## config.mk

```make
export PLATFORM = sky130hd
export DESIGN_NAME = utf8_to_utf16_decoder_core_flat
export DESIGN_NICKNAME = d
export VERILOG_FILES = /design/src/sv/utd_pkg.sv /design/src/sv/utd_stream_if.sv /design/src/sv/utd_in_reg.sv /design/src/sv/utd_decode.sv /design/src/sv/utd_out_reg.sv /design/src/sv/utf8_to_utf16_decoder_core.sv /design/src/flat_wrapper.sv
export SDC_FILE = /design/constraint.sdc
export NUM_CORES = 1
export LEC_CHECK = 0
export ABC_AREA = 1
export BUFFER_PORTS_ARGS = -buffer_cell sky130_fd_sc_hd__buf_2
export CAP_MARGIN = 20
export CORE_MARGIN = 2
export CORE_UTILIZATION = 50
export CTS_CLUSTER_SIZE = 14
export DETAILED_ROUTE_END_ITERATION = 12
export GPL_TIMING_DRIVEN = 0
export PLACE_DENSITY = 0.81
export RECOVER_POWER = 25
export SYNTH_ARGS = -nofsm -noshare
export SYNTH_HDL_FRONTEND = slang
export SYNTH_SLANG_ARGS = --single-unit
export TNS_END_PERCENT = 20
```

## constraint.sdc

```tcl
create_clock -name i_clk -period 2.65 [get_ports i_clk]
set_clock_uncertainty 0.2 [all_clocks]
set_input_delay 0.3975 -clock i_clk [delete_from_list [all_inputs] [get_ports i_clk]]
set_output_delay 0.3975 -clock i_clk [all_outputs]
set_load 0.01 [all_outputs]
```

## src/sv/utd_pkg.sv

```systemverilog
// Package with the word types and byte-class constants of the UTF-8 to UTF-16 decoder.
`timescale 1ns / 1ps

package utd_pkg;

    // Input word: one byte of the UTF-8 string.
    typedef struct packed {
        logic [7:0] in_byte;
    } t_in_word;

    // Result word.
    typedef struct packed {
        logic [15:0] code_unit;
        logic        unit_valid;
        logic        string_done;
        logic [15:0] unit_count;
        logic        bad_lead;
    } t_out_word;

    // Decoder result for the byte in the input register.
    typedef struct packed {
        logic      has_result;
        t_out_word word;
    } t_dec_res;

    // Continuation bytes still expected.
    localparam logic [1:0] C_PEND_NONE = 2'd0;
    localparam logic [1:0] C_PEND_ONE  = 2'd1;
    localparam logic [1:0] C_PEND_TWO  = 2'd2;

    // Lead byte class boundaries.
    localparam logic [7:0] C_ASCII_END = 8'h80;
    localparam logic [7:0] C_LEAD2_MIN = 8'hC0;
    localparam logic [7:0] C_LEAD3_MIN = 8'hE0;
    localparam logic [7:0] C_LEAD3_END = 8'hF0;

    // Value masks of lead and continuation bytes.
    localparam logic [7:0] C_LEAD2_MASK = 8'h1F;
    localparam logic [7:0] C_LEAD3_MASK = 8'h0F;
    localparam logic [7:0] C_CONT_MASK  = 8'h3F;

    localparam logic [15:0] C_COUNT_MAX = 16'hFFFF;

endpackage

```

## src/sv/utd_stream_if.sv

```systemverilog
// Valid/ready stream interface that carries one word of a given payload type.
`timescale 1ns / 1ps

interface utd_stream_if #(
    parameter type t_payload = logic [7:0]
);
    logic     valid;
    logic     ready;
    t_payload data;

    modport source (output valid, output data, input ready);
    modport sink   (input valid, input data, output ready);
endinterface

```

## src/sv/utd_in_reg.sv

```systemverilog
// Input register stage that holds one UTF-8 byte until the decoder takes it.
`timescale 1ns / 1ps

module utd_in_reg (
    input  logic                i_clk,
    input  logic                i_rst_n,
    utd_stream_if.sink          i_byte,
    input  logic                i_take,
    output logic                o_valid,
    output logic [7:0]          o_byte
);

    logic       r_valid;
    logic [7:0] r_byte;

    // The stage is free when empty or when its byte leaves this cycle.
    assign i_byte.ready = !r_valid || i_take;

    always_ff @(posedge i_clk) begin
        if (!i_rst_n) begin
            r_valid <= 1'b0;
        end else if (i_byte.ready) begin
            r_valid <= i_byte.valid;
        end
    end

    always_ff @(posedge i_clk) begin
        if (i_byte.valid && i_byte.ready) begin
            r_byte <= i_byte.data.in_byte;
        end
    end

    assign o_valid = r_valid;
    assign o_byte  = r_byte;

endmodule

```

## src/sv/utd_decode.sv

```systemverilog
// Decoder state and the single-pass decode of one byte into at most one result word.
`timescale 1ns / 1ps

module utd_decode (
    input  logic                i_clk,
    input  logic                i_rst_n,
    input  logic                i_take,
    input  logic [7:0]          i_byte,
    output utd_pkg::t_dec_res   o_res
);

    logic [1:0]  r_pending;
    logic [9:0]  r_partial;
    logic [15:0] r_units;
    logic        r_error;

    logic [1:0]  n_pending;
    logic [9:0]  n_partial;
    logic [15:0] n_units;
    logic        n_error;

    logic [15:0] acc;
    logic [15:0] units_inc;
    logic        is_zero;

    assign acc       = {r_partial, 6'd0} | {8'd0, i_byte & utd_pkg::C_CONT_MASK};
    assign units_inc = (r_units == utd_pkg::C_COUNT_MAX) ? r_units : r_units + 16'd1;
    assign is_zero   = (i_byte == 8'd0);

    always_comb begin
        n_pending = r_pending;
        n_partial = r_partial;
        n_units   = r_units;
        n_error   = r_error;
        o_res     = '0;
        o_res.word.unit_count = r_units;
        if (r_error) begin
            // Dropping bytes until the terminator.
            if (is_zero) begin
                o_res.has_result       = 1'b1;
                o_res.word.string_done = 1'b1;
                o_res.word.bad_lead    = 1'b1;
                n_pending = utd_pkg::C_PEND_NONE;
                n_partial = '0;
                n_units   = '0;
                n_error   = 1'b0;
            end
        end else if (r_pending != utd_pkg::C_PEND_NONE) begin
            n_pending = r_pending - 2'd1;
            if (r_pending == utd_pkg::C_PEND_ONE) begin
                n_partial = '0;
                n_units   = units_inc;
                o_res.has_result       = 1'b1;
                o_res.word.code_unit   = acc;
                o_res.word.unit_valid  = 1'b1;
                o_res.word.unit_count  = units_inc;
            end else begin
                n_partial = acc[9:0];
            end
        end else if (is_zero) begin
            o_res.has_result       = 1'b1;
            o_res.word.string_done = 1'b1;
            n_partial = '0;
            n_units   = '0;
        end else if (i_byte < utd_pkg::C_ASCII_END) begin
            n_units = units_inc;
            o_res.has_result      = 1'b1;
            o_res.word.code_unit  = {8'd0, i_byte};
            o_res.word.unit_valid = 1'b1;
            o_res.word.unit_count = units_inc;
        end else if (i_byte >= utd_pkg::C_LEAD2_MIN && i_byte < utd_pkg::C_LEAD3_MIN) begin
            n_partial = {2'd0, i_byte & utd_pkg::C_LEAD2_MASK};
            n_pending = utd_pkg::C_PEND_ONE;
        end else if (i_byte >= utd_pkg::C_LEAD3_MIN && i_byte < utd_pkg::C_LEAD3_END) begin
            n_partial = {2'd0, i_byte & utd_pkg::C_LEAD3_MASK};
            n_pending = utd_pkg::C_PEND_TWO;
        end else begin
            n_error = 1'b1;
            o_res.has_result    = 1'b1;
            o_res.word.bad_lead = 1'b1;
        end
    end

    always_ff @(posedge i_clk) begin
        if (!i_rst_n) begin
            r_pending <= utd_pkg::C_PEND_NONE;
            r_partial <= '0;
            r_units   <= '0;
            r_error   <= 1'b0;
        end else if (i_take) begin
            r_pending <= n_pending;
            r_partial <= n_partial;
            r_units   <= n_units;
            r_error   <= n_error;
        end
    end

`ifndef SYNTHESIS
    // At most two continuation bytes are ever expected.
    a_pending_range: assert property (@(posedge i_clk) disable iff (!i_rst_n)
        r_pending != 2'd3)
        else $error("continuation count out of range");

    // While dropping bytes no sequence can be open.
    a_error_no_seq: assert property (@(posedge i_clk) disable iff (!i_rst_n)
        r_error |-> (r_pending == utd_pkg::C_PEND_NONE))
        else $error("sequence open while dropping bytes");

    // A terminator returns every state register to its reset value.
    a_done_clears: assert property (@(posedge i_clk) disable iff (!i_rst_n)
        (i_take && o_res.has_result && o_res.word.string_done) |=>
        (r_pending == utd_pkg::C_PEND_NONE && r_partial == 10'd0 &&
         r_units == 16'd0 && !r_error))
        else $error("state not cleared after terminator");

    // The unit count only moves by one, and only with a finished unit.
    a_count_step: assert property (@(posedge i_clk) disable iff (!i_rst_n)
        (i_take && !o_res.word.string_done && !$isunknown(r_units)) |=>
        (r_units == $past(r_units) || r_units == $past(r_units) + 16'd1))
        else $error("unit count moved unexpectedly");
`endif

endmodule

```

## src/sv/utd_out_reg.sv

```systemverilog
// Result register that holds one result word until the receiver takes it.
`timescale 1ns / 1ps

module utd_out_reg (
    input  logic                 i_clk,
    input  logic                 i_rst_n,
    input  logic                 i_load,
    input  utd_pkg::t_out_word   i_word,
    output logic                 o_free,
    utd_stream_if.source         o_unit
);

    logic                r_valid;
    utd_pkg::t_out_word  r_word;

    // A new word may be written when empty or when the held word leaves now.
    assign o_free = !r_valid || o_unit.ready;

    always_ff @(posedge i_clk) begin
        if (!i_rst_n) begin
            r_valid <= 1'b0;
        end else if (i_load) begin
            r_valid <= 1'b1;
        end else if (o_unit.ready) begin
            r_valid <= 1'b0;
        end
    end

    always_ff @(posedge i_clk) begin
        if (i_load) begin
            r_word <= i_word;
        end
    end

    assign o_unit.valid = r_valid;
    assign o_unit.data  = r_word;

endmodule

```

## src/sv/utf8_to_utf16_decoder_core.sv

```systemverilog
// Top level of the UTF-8 to UTF-16 decoder (Basic Multilingual Plane only).
`timescale 1ns / 1ps

// The block takes a NUL-terminated UTF-8 string on i_byte, one byte per word,
// and gives result words on o_unit. Both channels use valid/ready; a word moves
// at a rising edge where both are high.
// A byte below 0x80 gives a code unit word at once. A two- or three-byte
// sequence gives one code unit word on its last byte and nothing before. An
// invalid lead byte gives one error word with bad_lead set, and later bytes
// are dropped until a zero byte. A zero byte in lead position, or any zero byte
// while dropping, gives a done word carrying the final unit count (saturating
// at 65535), after which the decoder starts a new string.
// A byte is held in the input register, decoded, and its result word is then
// written to the result register. Throughput is one byte per clock while the
// receiver does not hold ready low, bounded by the single decode step between
// the two registers; a byte may be accepted while a result word still waits.
// When the receiver holds ready low, the result register keeps its word, the
// input register keeps the next byte, and i_byte.ready falls once both are full;
// bytes that give no result still pass while the result register is full.
// Reset (i_rst_n low at a rising edge) empties both registers and clears the
// decoder state: no open sequence, zero units, no error.
module utf8_to_utf16_decoder_core (
    input  logic          i_clk,
    input  logic          i_rst_n,
    utd_stream_if.sink    i_byte,
    utd_stream_if.source  o_unit
);

    logic               in_valid;
    logic [7:0]         in_byte;
    logic               out_free;
    logic               take;
    utd_pkg::t_dec_res  dec_res;

    // The byte in the input register is decoded when its result, if any, has room.
    assign take = in_valid && (out_free || !dec_res.has_result);

    utd_in_reg u_in_reg (
        .i_clk   (i_clk),
        .i_rst_n (i_rst_n),
        .i_byte  (i_byte),
        .i_take  (take),
        .o_valid (in_valid),
        .o_byte  (in_byte)
    );

    utd_decode u_decode (
        .i_clk   (i_clk),
        .i_rst_n (i_rst_n),
        .i_take  (take),
        .i_byte  (in_byte),
        .o_res   (dec_res)
    );

    utd_out_reg u_out_reg (
        .i_clk   (i_clk),
        .i_rst_n (i_rst_n),
        .i_load  (take && dec_res.has_result),
        .i_word  (dec_res.word),
        .o_free  (out_free),
        .o_unit  (o_unit)
    );

endmodule

```

## src/flat_wrapper.sv

```systemverilog
// flat-port wrapper written by rule: the top's interface ports become plain ports
module utf8_to_utf16_decoder_core_flat 
  (i_clk, i_rst_n, i_byte_valid, i_byte_data, i_byte_ready, o_unit_valid, o_unit_data, o_unit_ready);
  utd_stream_if #(.t_payload(utd_pkg::t_in_word)) i_byte_i ();
  utd_stream_if #(.t_payload(utd_pkg::t_out_word)) o_unit_i ();
  input  logic i_clk;
  input  logic i_rst_n;
  input wire logic [$bits(i_byte_i.valid)-1:0] i_byte_valid;
  input wire logic [$bits(i_byte_i.data)-1:0] i_byte_data;
  output wire logic [$bits(i_byte_i.ready)-1:0] i_byte_ready;
  output wire logic [$bits(o_unit_i.valid)-1:0] o_unit_valid;
  output wire logic [$bits(o_unit_i.data)-1:0] o_unit_data;
  input wire logic [$bits(o_unit_i.ready)-1:0] o_unit_ready;
  assign i_byte_i.valid = i_byte_valid;
  assign i_byte_i.data = i_byte_data;
  assign i_byte_ready = i_byte_i.ready;
  assign o_unit_valid = o_unit_i.valid;
  assign o_unit_data = o_unit_i.data;
  assign o_unit_i.ready = o_unit_ready;
  utf8_to_utf16_decoder_core u_core (.i_clk(i_clk), .i_rst_n(i_rst_n), .i_byte(i_byte_i), .o_unit(o_unit_i));
endmodule
```

* After elaboration in Yosys (flattened, before gate mapping) *
Cells that the tools add are included.
W data, S select, Z words.

cells by class
  $add $sub $neg = 2
  multiply operators = 0
  div/mod/pow operators = 0
  magnitude comparators = 5
  eq/ne operators = 6
  shifts and indexed selects = 0
  muxes and demuxes = 46
  bitwise gates (word level) = 1
  reductions and logical operators = 19

operator list
  kind                     count
  $mux W16                 9
  $mux W10                 8
  $mux W18                 2
  $lt A8 B8 Y1 const B     3
  $mux W9                  2
  $mux W1                  17
  $mux W17                 1
  $add A16 B1 Y16 const B  1
  $eq A16 B16 Y1 const B   1
  $ge A8 B8 Y1 const B     2
  $or A16 B6 Y16           1
  $mux W2                  7
  $logic_not A8 Y1         1
  $reduce_bool A4 Y1       2
  $ne A3 B3 Y1 const B     2
  $logic_and A1 B1 Y1      5
  $reduce_and A5 Y1        1
  $reduce_and A4 Y1        1
  $reduce_bool A2 Y1       2
  $logic_not A1 Y1         3
  $logic_or A1 B1 Y1       3
  $ne A3 B2 Y1 const B     1
  $eq A2 B1 Y1 const B     1
  $ne A2 B1 Y1 const B     1
  2 further kinds          2

word-level totals
  register bits = 74
  latch bits = 0
  memory bits (writable) = 0
  bits in read-only memories = 0
  input port bits = 12
  output and inout bits = 37
  logic and storage cells = 91
  memories = 0

* Logic depth before layout (Yosys ltp) *
  word-level depth = 13
  mapped depth = 13
  depth with buffers taken out = 12

* By module *
Synthesis repeated with hierarchy kept, for this count alone.

second synthesis, totals
  cell total of the unflattened synthesis = 520
  area total of the unflattened synthesis = 4126.5 µm²

modules (own cells, without submodules)
  module                      instances  cells each  area each (µm²)  sequential area each (µm²)
  utd_decode                  1          459         2712.6           580.6
  utd_out_reg                 1          41          1097.3           1071.0
  utd_in_reg                  1          15          291.5            260.2
  utf8_to_utf16_decoder_core  1          5           25.0             0.0

* Worst setup path before layout *
No wires, ideal clock.

  path type = reg-to-reg
  start = register u_core.u_decode.r_pending[1]
  end = register u_core.u_out_reg.r_word (netlist bit u_core.u_out_reg.o_unit.data[0]) (enable)
  library setup time = 0.390 ns
  arrival time = 1.826 ns
  required time = 2.060 ns
  slack = 0.235 ns
  stages on the path, launching flop included = 11
  buffers on the path = 1
  clock period less this slack = 2.415 ns
  path through = dfxtp_1 buf_6 nor2_4 nand3_1 nand2_1 nand2_2 nand3_4 nand2_1 inv_1 nand3_1 inv_1

on the way
  word-level cells in the longest chain between the ends = 8
  elaborated cells between the ends (all ways) = 9
  those cells by class = 1 x eq/ne; 3 x mux; 5 x reduce/logical

RTL lines
  what                         line                              text
  start, declared              utd_decode.sv:12                  logic [1:0] r_pending;
  start signal, assigned       utd_decode.sv:86                  r_pending <= utd_pkg::C_PEND_NONE;
  start signal, assigned       utd_decode.sv:91                  r_pending <= n_pending;
  $eq A2 B1 Y1                 utd_decode.sv:50                  if (r_pending == utd_pkg::C_PEND_ONE) begin
  $mux W18                     utd_decode.sv:50
  $mux W18 *                   utd_decode.sv:48                  end else if (r_pending != utd_pkg::C_PEND_NONE) begin
  $mux W1 *                    utd_decode.sv:37                  if (r_error) begin
  $logic_not A1 Y1             utf8_to_utf16_decoder_core.sv:36  assign take = in_valid && (out_free || !dec_res.has_result);
  $logic_or A1 B1 Y1           utf8_to_utf16_decoder_core.sv:36
  $logic_and A1 B1 Y1          utf8_to_utf16_decoder_core.sv:36
  $logic_and A1 B1 Y1 *        utf8_to_utf16_decoder_core.sv:58  .i_load (take && dec_res.has_result),
  via u_core.u_out_reg.i_load  utd_out_reg.sv:7                  input logic i_load,
  end signal, assigned         utd_out_reg.sv:31                 r_word <= i_word;
  end, declared                utd_out_reg.sv:14                 utd_pkg::t_out_word r_word;

The timed path passes the listed nets; every way through them passes the cells marked *.
A chain may end at the register's enable or synchronous reset.

* Worst setup path after layout *
  start = register u_core.u_in_reg.r_byte[4], in the netlist u_core.u_in_reg.o_byte[4]
  end = output port i_byte_ready

on the way
  word-level cells in the longest chain between the ends = 12
  elaborated cells between the ends (all ways) = 19
  those cells by class = 5 x order compare; 7 x mux; 7 x reduce/logical

RTL lines
  what                                                 line                              text
  start, declared                                      utd_in_reg.sv:14                  logic [7:0] r_byte;
  start signal, assigned                               utd_in_reg.sv:29                  r_byte <= i_byte.data.in_byte;
  $ge A8 B8 Y1 / $lt A8 B8 Y1 (equally long branches)  utd_decode.sv:74                  end else if (i_byte >= utd_pkg::C_LEAD3_MIN && i_byte < utd_pkg::C_LEAD3_END) begin
  $logic_and A1 B1 Y1                                  utd_decode.sv:74
  $mux W1                                              utd_decode.sv:74
  $mux W1                                              utd_decode.sv:71                  end else if (i_byte >= utd_pkg::C_LEAD2_MIN && i_byte < utd_pkg::C_LEAD3_MIN) begin
  $mux W1                                              utd_decode.sv:65                  end else if (i_byte < utd_pkg::C_ASCII_END) begin
  $mux W1                                              utd_decode.sv:60                  end else if (is_zero) begin
  $mux W18                                             utd_decode.sv:48
  $mux W1 *                                            utd_decode.sv:37
  $logic_not A1 Y1 *                                   utf8_to_utf16_decoder_core.sv:36
  $logic_or A1 B1 Y1 *                                 utf8_to_utf16_decoder_core.sv:36
  $logic_and A1 B1 Y1 *                                utf8_to_utf16_decoder_core.sv:36
  $logic_or A1 B1 Y1 *                                 utd_in_reg.sv:17                  assign i_byte.ready = !r_valid || i_take;
  end, declared                                        flat_wrapper.sv:10                output wire logic [$bits(i_byte_i.ready)-1:0] i_byte_ready;

Every way passes the cells marked *; elsewhere a longest branch is shown, timed or not.

==> reports/qor.txt <==
final period utilization -> 0.941
LEAKAGE -> 0.00193 µW
sequential element share of the synthesized area -> 0.479
Clock Latency Late Sink -> 370 ps
synthesized flop and latch total -> 74
Worst Setup End Kind -> output pin
hold depth -> 1
Total GRT Usage -> 0.246
worst reg2reg setup slack -> 230 ps
cell area after layout -> 4650 µm²
nets -> 600
via/cell ratio -> 5.46
Clock Path Buffers -> 2
Port Buf Inserts -> 47
Core ar. -> 7730 µm²
Setup crit start kind -> flop
mean post-synth cell area -> 7.69 µm²
Reg-to-Reg Start -> u_core.u_decode.r_units[0]
layout cell share with drive strength beyond 1 -> 0.120
Worst R2R End -> u_core.u_out_reg.o_unit.data[2]
die area -> 8710 µm²
Critical Path Fanout Max -> 5
Die Wd -> 93.3 µm
hold wc startpoint -> i_byte_data[4]
Final setup viols -> 0
Final Slew Violations -> 0
Syn Inst Count -> 519
highest clock rate -> 401 MHz
hold endpoint -> u_core.u_in_reg.o_byte[4]
cts bufs inserted -> 9
TritonRoute pass-1 iters -> 5
syn nets -> 532
GR Util met2 -> 0.389
initial cell density of the core -> 0.517
Max VDD drop -> 0.306 mV
clock sinks -> 74
Netlist Area Pre-Place -> 3990 µm²
WL final -> 10.4 mm
row cnt -> 32
met1 Use GR -> 0.324
H-tree level count -> 3
grt ovf -> 0
Layout Area Growth over Synthesis -> 16.5%
I/O pins -> 49
fillers -> 702
CTS tree -> done
Vias -> 3791
placed cell areas -> 4380 µm²
Netlist cell types -> 35
arrival time worst endpoint -> 1900 ps
Clock transition at path regs -> 80 ps
met3 Use GR -> 0.0459
Slew @ Worst Pin -> 680 ps
DP HPWL -> 6.97 mm
Root Buffer Master -> clkbuf_8
first-pass GRT wire length -> 16.3 mm
PD cells -> 588 nW/µm²
largest net degree at the start of global routing -> 26
diode count -> 0
max-cap violations -> 0
Ys Warns -> 0
Final Hold Fails -> 0
initial antenna violation count -> 0
Final min period -> 2490 ps
gp weighted congestion -> 0.931
post-route ant nets -> 0
Die H -> 93.3 µm
vias in the first global route -> 3398
final core occ -> 0.602
DR WL/cell -> 15.0 µm
Final WS setup -> 157 ps
gr busiest metal -> met2
Worst Reg-to-Reg Cells -> 10
RSZ-0062 raised after global routing -> no
Hold/Removal Path Class -> in -> reg
Hold Worst Slack -> 11.4 ps
data required time at the worst endpoint -> 2050 ps
Max-slew headroom -> 0.547
CP Class -> reg -> out
DRC errors left -> 0
status -> finished, final reports clean
Iteration-0 DRC Markers -> 371
DP Worst Slack -> 180 ps
## logic make-up (layout without fill, tap and decap cells)
| family | after synthesis | in the layout | share of synthesized area |
|---|---|---|---|
| compound gates | 93 | 93 | 0.128 |
| xor+xnor | 4 | 4 | 0.00878 |
| fa+ha+maj | 1 | 1 | 0.00313 |
| buf+inv | 81 | 154 | 0.0890 |
| flops | 74 | 74 | 0.479 |
| simple gates | 266 | 266 | 0.292 |
## registers in the layout (all words and copies together) (netlist names)
name,count
u_core.u_decode.r_error,1
u_core.u_decode.r_partial,10
u_core.u_decode.r_pending,2
u_core.u_decode.r_units,16
u_core.u_in_reg.o_byte,8
u_core.u_in_reg.o_valid,1
u_core.u_out_reg.o_unit.data,35
u_core.u_out_reg.o_unit.valid,1
## stage by stage
stage / total power, µW / cells / TNS, ps
2_1_floorplan: 1660 / 519 / 0
3_3_place_gp: 1780 / 668 / -6440
3_5_place_dp: 1800 / 669 / 0
4_1_cts: 2720 / 686 / 0
5_1_grt: 2850 / 694 / 0
6_report: 2730 / 694 / 0
## cell type report
| type | instances | area, µm² | share of cell area |
|---|---|---|---|
| clock buffer | 10 | 138 | 0.0296 |
| inverter | 62 | 243 | 0.0522 |
| sequential | 74 | 1910 | 0.411 |
| buffer | 19 | 120 | 0.0258 |
| timing repair buffer | 57 | 310 | 0.0667 |
| multi-input combinational | 364 | 1730 | 0.371 |
| clock inverter | 6 | 72.6 | 0.0156 |
| tap | 102 | 128 | 0.0274 |
## placed cells by master (no fill, tap or decap), types with 4 or more instances in the layout
cell type      netlist  routed
buf_6                5       5
o211ai_1             5       5
o21ai_0             33      33
o21ai_1             10      10
a21oi_1             35      35
inv_1               58      57
nand4_1              6       6
dlygate4sd3_1        0       7
clkbuf_8             0      10
edfxtp_1            43      43
buf_2                6      23
nand3_1             37      37
nor3_1               7       7
clkbuf_1             7      37
nor2_1              84      84
nand2_1            115     115
nor2_2               4       4
o21bai_1             5       5
nand2_2              5       5
dfxtp_1             31      31
## cells in the mapped netlist
master	number	area share
clkinv_1	1	0.00094
a21o_1	1	0.0019
nand3_4	2	0.0088
inv_1	58	0.055
nor2_1	84	0.079
xnor2_1	1	0.0022
xor2_1	3	0.0066
nand2_1	115	0.11
nand4_1	6	0.0094
nand3_2	1	0.0025
ha_1	1	0.0031
nand3b_1	2	0.0038
buf_4	1	0.0019
inv_2	2	0.0019
nand2_2	5	0.0078
buf_6	5	0.014
o21ai_1	10	0.013
nor3_1	7	0.0088
a21oi_1	35	0.044
buf_2	6	0.0075
o21ai_4	1	0.0041
o21a_1	1	0.0019
a31o_2	1	0.0022
nand4_4	1	0.0053
o211ai_1	5	0.0094
nor2_4	2	0.0056
a31oi_1	1	0.0016
o21ai_0	33	0.041
dfxtp_1	31	0.16
nor2_2	4	0.0063
nand3_1	37	0.046
inv_4	1	0.0016
clkbuf_1	7	0.0066
edfxtp_1	43	0.32
o21bai_1	5	0.0094
## worst max path at each step
stage,from,end,cells after the start
after floorplan,u_core.u_decode.r_pending[1],u_core.u_out_reg.o_unit.data[0],10
after global placement,u_core.u_decode.r_pending[1],u_core.u_out_reg.o_unit.data[10],10
after detailed placement,u_core.u_in_reg.o_byte[7],u_core.u_out_reg.o_unit.data[10],12
after CTS,u_core.u_decode.r_error,i_byte_ready,7
after global routing,u_core.u_in_reg.o_byte[4],i_byte_ready,7
final,u_core.u_in_reg.o_byte[4],i_byte_ready,7
## report_power, final
| part | internal, µW | switching, µW | total, µW |
|---|---|---|---|
| Clock | 472 | 468 | 940 |
| Combinational | 156 | 301 | 457 |
| Sequential | 1290 | 43.2 | 1340 |
| Total | 1920 | 813 | 2730 |
## repair_timing
item | CTS | global route
hold buffers | 1 | 6
gates resized for setup | 0 | 3
endpoints found under the setup margin | 0 | 26
hold endpoints to repair | 1 | 6
buffers inserted | 0 | 2
## critical path, stage by stage, from the launching register on
cell and delay [ps]:
edfxtp_1 460, nor2_1 140, nand2_1 110, o21ai_4 300
nand3_4 160, nor2_1 160, inv_1 70, buf_2 140
## metal layers
layer | vias to the layer above | part of all wire
li1 | 1844 | -
met1 | 1739 | 0.43
met2 | 185 | 0.46
met3 | 23 | 0.083
met4 | 0 | 0.027
met5 | - | 0
Power figures use the tool's default switching activity.
